===== config.mk =====
export PLATFORM = sky130hd
export DESIGN_NAME = lpcp_fifo
export DESIGN_NICKNAME = d
export VERILOG_FILES = /design/src/sv/lpcp_pkg.sv /design/src/sv/lpcp_fifo.sv
export SDC_FILE = /design/constraint.sdc
export NUM_CORES = 1
export LEC_CHECK = 0
export BUFFER_PORTS_ARGS = -buffer_cell sky130_fd_sc_hd__buf_2
export CAP_MARGIN = 25
export CORE_UTILIZATION = 39
export CTS_CLUSTER_SIZE = 8
export DETAILED_ROUTE_END_ITERATION = 16
export HOLD_SLACK_MARGIN = 0.12
export PLACE_DENSITY = 0.58
export SYNTH_ARGS = -nofsm -noshare
export SYNTH_HDL_FRONTEND = slang
export SYNTH_SLANG_ARGS = --single-unit

===== constraint.sdc =====
create_clock -name clock -period 14.1 [get_ports clock]
set_input_delay 0 -clock clock [delete_from_list [all_inputs] [get_ports clock]]
set_output_delay 0 -clock clock [all_outputs]
set_load 0.01 [all_outputs]

===== src/sv/lpcp_pkg.sv =====
package lpcp_pkg;

   localparam int ID_W        = 16;
   localparam int COORD_W     = 32;
   localparam int COEF_W      = 32;
   localparam int PAIR_W      = 64;
   localparam int NUM_PAIRS   = 6;
   localparam int CSR_INDEX_W = 3;
   localparam int REQ_DATA_W  = ID_W + 3 * COORD_W;
   localparam int RSP_DATA_W  = ID_W + 3 * COORD_W;

   localparam logic [CSR_INDEX_W-1:0] CSR_COEF_PAIR_0 = 3'd0;
   localparam logic [CSR_INDEX_W-1:0] CSR_COEF_PAIR_1 = 3'd1;
   localparam logic [CSR_INDEX_W-1:0] CSR_COEF_PAIR_2 = 3'd2;
   localparam logic [CSR_INDEX_W-1:0] CSR_COEF_PAIR_3 = 3'd3;
   localparam logic [CSR_INDEX_W-1:0] CSR_COEF_PAIR_4 = 3'd4;
   localparam logic [CSR_INDEX_W-1:0] CSR_COEF_PAIR_5 = 3'd5;

   localparam logic [COORD_W-1:0] POS_LIMIT = 32'h7FFF_FFFF;
   localparam logic [COORD_W-1:0] NEG_LIMIT = 32'h8000_0000;

   typedef logic [NUM_PAIRS-1:0][PAIR_W-1:0] coef_bank_type;

   typedef struct packed {
      logic full;
      logic empty;
   } fifo_status_type;

   // Width of a row sum: three floored products plus one coefficient.
   function automatic int sum_width(int frac_bits);
      return 66 - frac_bits;
   endfunction

   // Queue entry: depth, row 1, row 0, height, id from the top bit down.
   function automatic int payload_width(int frac_bits);
      return ID_W + COORD_W + 3 * sum_width(frac_bits);
   endfunction

endpackage


===== src/sv/lpcp_fifo.sv =====
module lpcp_fifo #(
   parameter int WIDTH = 186,
   parameter int DEPTH = 4
) (
   input  logic                       clock,
   input  logic                       reset,
   input  logic                       push,
   input  logic [WIDTH-1:0]           push_data,
   input  logic                       pop,
   output logic [WIDTH-1:0]           pop_data,
   output lpcp_pkg::fifo_status_type  status
);

   localparam int PTR_W = $clog2(DEPTH);
   localparam int CNT_W = $clog2(DEPTH + 1);

   logic [WIDTH-1:0] mem_ff [0:DEPTH-1];
   logic [PTR_W-1:0] wr_ptr_ff, wr_ptr_in;
   logic [PTR_W-1:0] rd_ptr_ff, rd_ptr_in;
   logic [CNT_W-1:0] count_ff, count_in;

   always_comb begin
      wr_ptr_in = wr_ptr_ff;
      rd_ptr_in = rd_ptr_ff;
      count_in  = count_ff;
      if (push) begin
         wr_ptr_in = (wr_ptr_ff == PTR_W'(DEPTH - 1)) ? '0 : wr_ptr_ff + PTR_W'(1);
      end
      if (pop) begin
         rd_ptr_in = (rd_ptr_ff == PTR_W'(DEPTH - 1)) ? '0 : rd_ptr_ff + PTR_W'(1);
      end
      if (push && !pop) begin
         count_in = count_ff + CNT_W'(1);
      end else if (pop && !push) begin
         count_in = count_ff - CNT_W'(1);
      end
   end

   always_ff @(posedge clock) begin
      if (reset) begin
         wr_ptr_ff <= '0;
         rd_ptr_ff <= '0;
         count_ff  <= '0;
      end else begin
         wr_ptr_ff <= wr_ptr_in;
         rd_ptr_ff <= rd_ptr_in;
         count_ff  <= count_in;
      end
   end

   always_ff @(posedge clock) begin
      if (push) begin
         mem_ff[wr_ptr_ff] <= push_data;
      end
   end

   assign pop_data     = mem_ff[rd_ptr_ff];
   assign status.full  = (count_ff == CNT_W'(DEPTH));
   assign status.empty = (count_ff == '0);

   a_no_push_full: assert property (@(posedge clock) disable iff (reset)
      push |-> !status.full)
      else $error("Queue written while full.");

   a_no_pop_empty: assert property (@(posedge clock) disable iff (reset)
      pop |-> !status.empty)
      else $error("Queue read while empty.");

   a_count_bound: assert property (@(posedge clock) disable iff (reset)
      count_ff <= CNT_W'(DEPTH))
      else $error("Queue count beyond depth.");

   a_push_fills: assert property (@(posedge clock) disable iff (reset)
      push && !pop |=> !status.empty)
      else $error("Queue empty after a lone write.");

endmodule


==> impl_metrics.toml <==
[die]
die_x_um = 266
row_count = 96
start_util_pct = 39.6
die_h_um = 266
pin_count = 378
die_area_um2 = 71000
coreArea_um2 = 68900

[setup_path]
cp-start-kind = "flop"
crit_top_cell = "buf_4"
critical_path.max_fanout = 44
ff2ff_path_depth = 5
cp_cell_sequence = "buf_4, buf_4, mux4_2, buf_2"
r2r_start = "wr_ptr_ff[0]$_SDFFE_PP0P_"
end_kind = "output port"
cp_top_family = "buffers and inverters"
required_ns = 14.10
r2r_end = "mem_ff[2][86]$_DFFE_PP_"
slowest_stage = "buf_4"
cpPeakStageDelay_ns = 0.85
cp-endpoint = "pop_data[63]"
crit_type = "reg -> out"
rrSetupSlack_ns = 11.05
path_buf_inv = 3
worstPathArrival_ns = 3.66
cp.depth = 4

[global_routing]
grt_pass1_vias = 15300
grt_max_degree = 63
grt_pass1_wl_um = 87500
antenna_found_initial = 4
overflow = 0
track_usage_pct = 16.4

[job]
drv_cap = 0

[detailed_routing]
vias_per_cell = 4.90
routed-via-count = 13600
wl_um = 57600
ant_nets = 0
drc_errors = 0
wl_per_cell_um = 20.7
drtIter0Drc = 802
firstDrtPassIters = 5

[final_layout]
drive_gt1_share_pct = 37.9
nets = 2025
final_area_um2 = 36500
fill_cells = 5441
final_common_cell = "edfxtp_1"
syn_to_final_growth_pct = 33.9
final_cell_mix = "744 x edfxtp_1, 377 x buf_2, 352 x dlygate4sd3_1"

[timing]
max_freq_mhz = 273
rsz0062_at_grt = "false"
slew_viol_final = 0
tightestPinTransition_ns = 0.972
hold_viol_final = 0
setup_viol_count_final = 0
finalSetupTns_ns = 0
min_period_ns = 3.66
min_period_over_period_pct = 25.9
fin_skew_ns = 0.0269
relSlewSlack_pct = 35.2

[outcome]
outcome = "completed"

[min_path]
hold_path.startpoint = "push_data[169]"
hold_path_class = "in -> reg"

[synthesis]
ys_types = 18
syn_area_per_cell_um2 = 26.9
synth_fp_nets = 1213
synth_cells = 1016
netlist_area_um2 = 27300
ys.warnings.count = 0
synth.yosys.seq_area_share_pct = 82.6
synth_seq_cells = 753

[clock_network]
clock-sinks = 753
cts.clk_slew.worst_paths_ns = 0.05
postCtsSetupBuffers = 0
cts_tree = "done"
cts_hold_buf = 352
cts_resized = 0
clockRootBuffer = "clkbuf_16"
h-tree-depth = 3
clkLatencyLatePin_ns = 0.63
clock_path_buffers = 3
cts_buffers = 104

[pwr]
p_leak_nw = 12.5
ir_drop_mv = 0.0949
power_density_nw_per_um2 = 144

[place]
gp_congestion = 0.725
place_area_um2 = 30200
place_hpwl_um = 32200
portBuffers = 377
-- Yosys cell counts --
master	n	area [µm²]
edfxtp_1	744	22300
mux4_2	186	4190
buf_2	20	100
buf_6	17	191
dfxtp_1	9	180
nor2_1	7	26.3
ha_1	6	75.1
clkbuf_1	5	18.8
and2_1	4	25.0
inv_1	4	15.0
mux2i_1	4	40.0
a21oi_1	2	10.0
nor3b_1	2	15.0
xor2_1	2	17.5
fa_1	1	20.0
nor3_1	1	5.00
o21ai_0	1	5.00
or3_1	1	6.26
-- per-stage QoR --
step / total power (W) / hold WS [ns] / cells / worst slack (ns) / utilization, %
2_1_floorplan: 0.00288 / 0.0691 / 1016 / 8.75 / -
3_3_place_gp: 0.00304 / 0.210 / 2301 / 10.88 / 43.8
3_5_place_dp: 0.00305 / 0.215 / 2301 / 10.89 / 43.8
4_1_cts: 0.00534 / 0.120 / 2777 / 10.18 / 53.0
5_1_grt: 0.00545 / 0.133 / 2778 / 10.07 / 53.0
6_report: 0.00526 / 0.161 / 2778 / 10.44 / 53.0
-- sequential cells by signal, summed over array words and instances (netlist names), named ones only --
signal	count
mem_ff	744
count_ff	3
rd_ptr_ff	2
wr_ptr_ff	2
-- where the power goes --
part	internal (W)	switching, W
clock	0.00132	0.000862
combinational	0.000240	0.000244
sequential	0.00257	0.0000248
total	0.00413	0.00113
-- area by class of cell --
cell class	count	area [µm²]	share of cell area (%)
diodes	1	2.50	0.00685
clock buffers	117	2670	7.32
clock inverters	7	135	0.370
inverters	4	15.0	0.0411
multi-input cells	217	4440	12.2
flip-flops and latches	753	22500	61.7
well taps	931	1160	3.19
repair buffers	748	5550	15.2
-- routing by layer --
| metal | GRT usage, % | wire length [µm] | up-vias |
|---|---|---|---|
| met5 | 0 | 31 | - |
| met3 | 4.47 | 3570 | 97 |
| met2 | 29.2 | 30500 | 329 |
| met4 | 5.96 | 1390 | 4 |
| li1 | - | - | 6013 |
| met1 | 18.7 | 22100 | 7156 |
-- cell families after synthesis --
family	synth area share, %
AND/OR/NAND/NOR	0.284
XOR/XNOR	0.0642
buffers and inverters	1.19
AO/OA/AOI/OAI	0.0550
flip-flops	82.6
multiplexers	15.5
adder cells (fa/ha/maj)	0.349
-- how the worst min path moves through the flow --
stage / endpoint / slack (ns) / cells past startpoint
detailed placement: mem_ff[2][8]$_DFFE_PP_ / 0.21 / 1
global placement: mem_ff[0][21]$_DFFE_PP_ / 0.21 / 1
global route: mem_ff[0][138]$_DFFE_PP_ / 0.13 / 2
finish: mem_ff[2][169]$_DFFE_PP_ / 0.16 / 2
floorplan: count_ff[2]$_SDFFE_PP0P_ / 0.07 / 1
CTS: mem_ff[0][86]$_DFFE_PP_ / 0.12 / 2
Note: power is estimated with default switching activity, not from simulation.
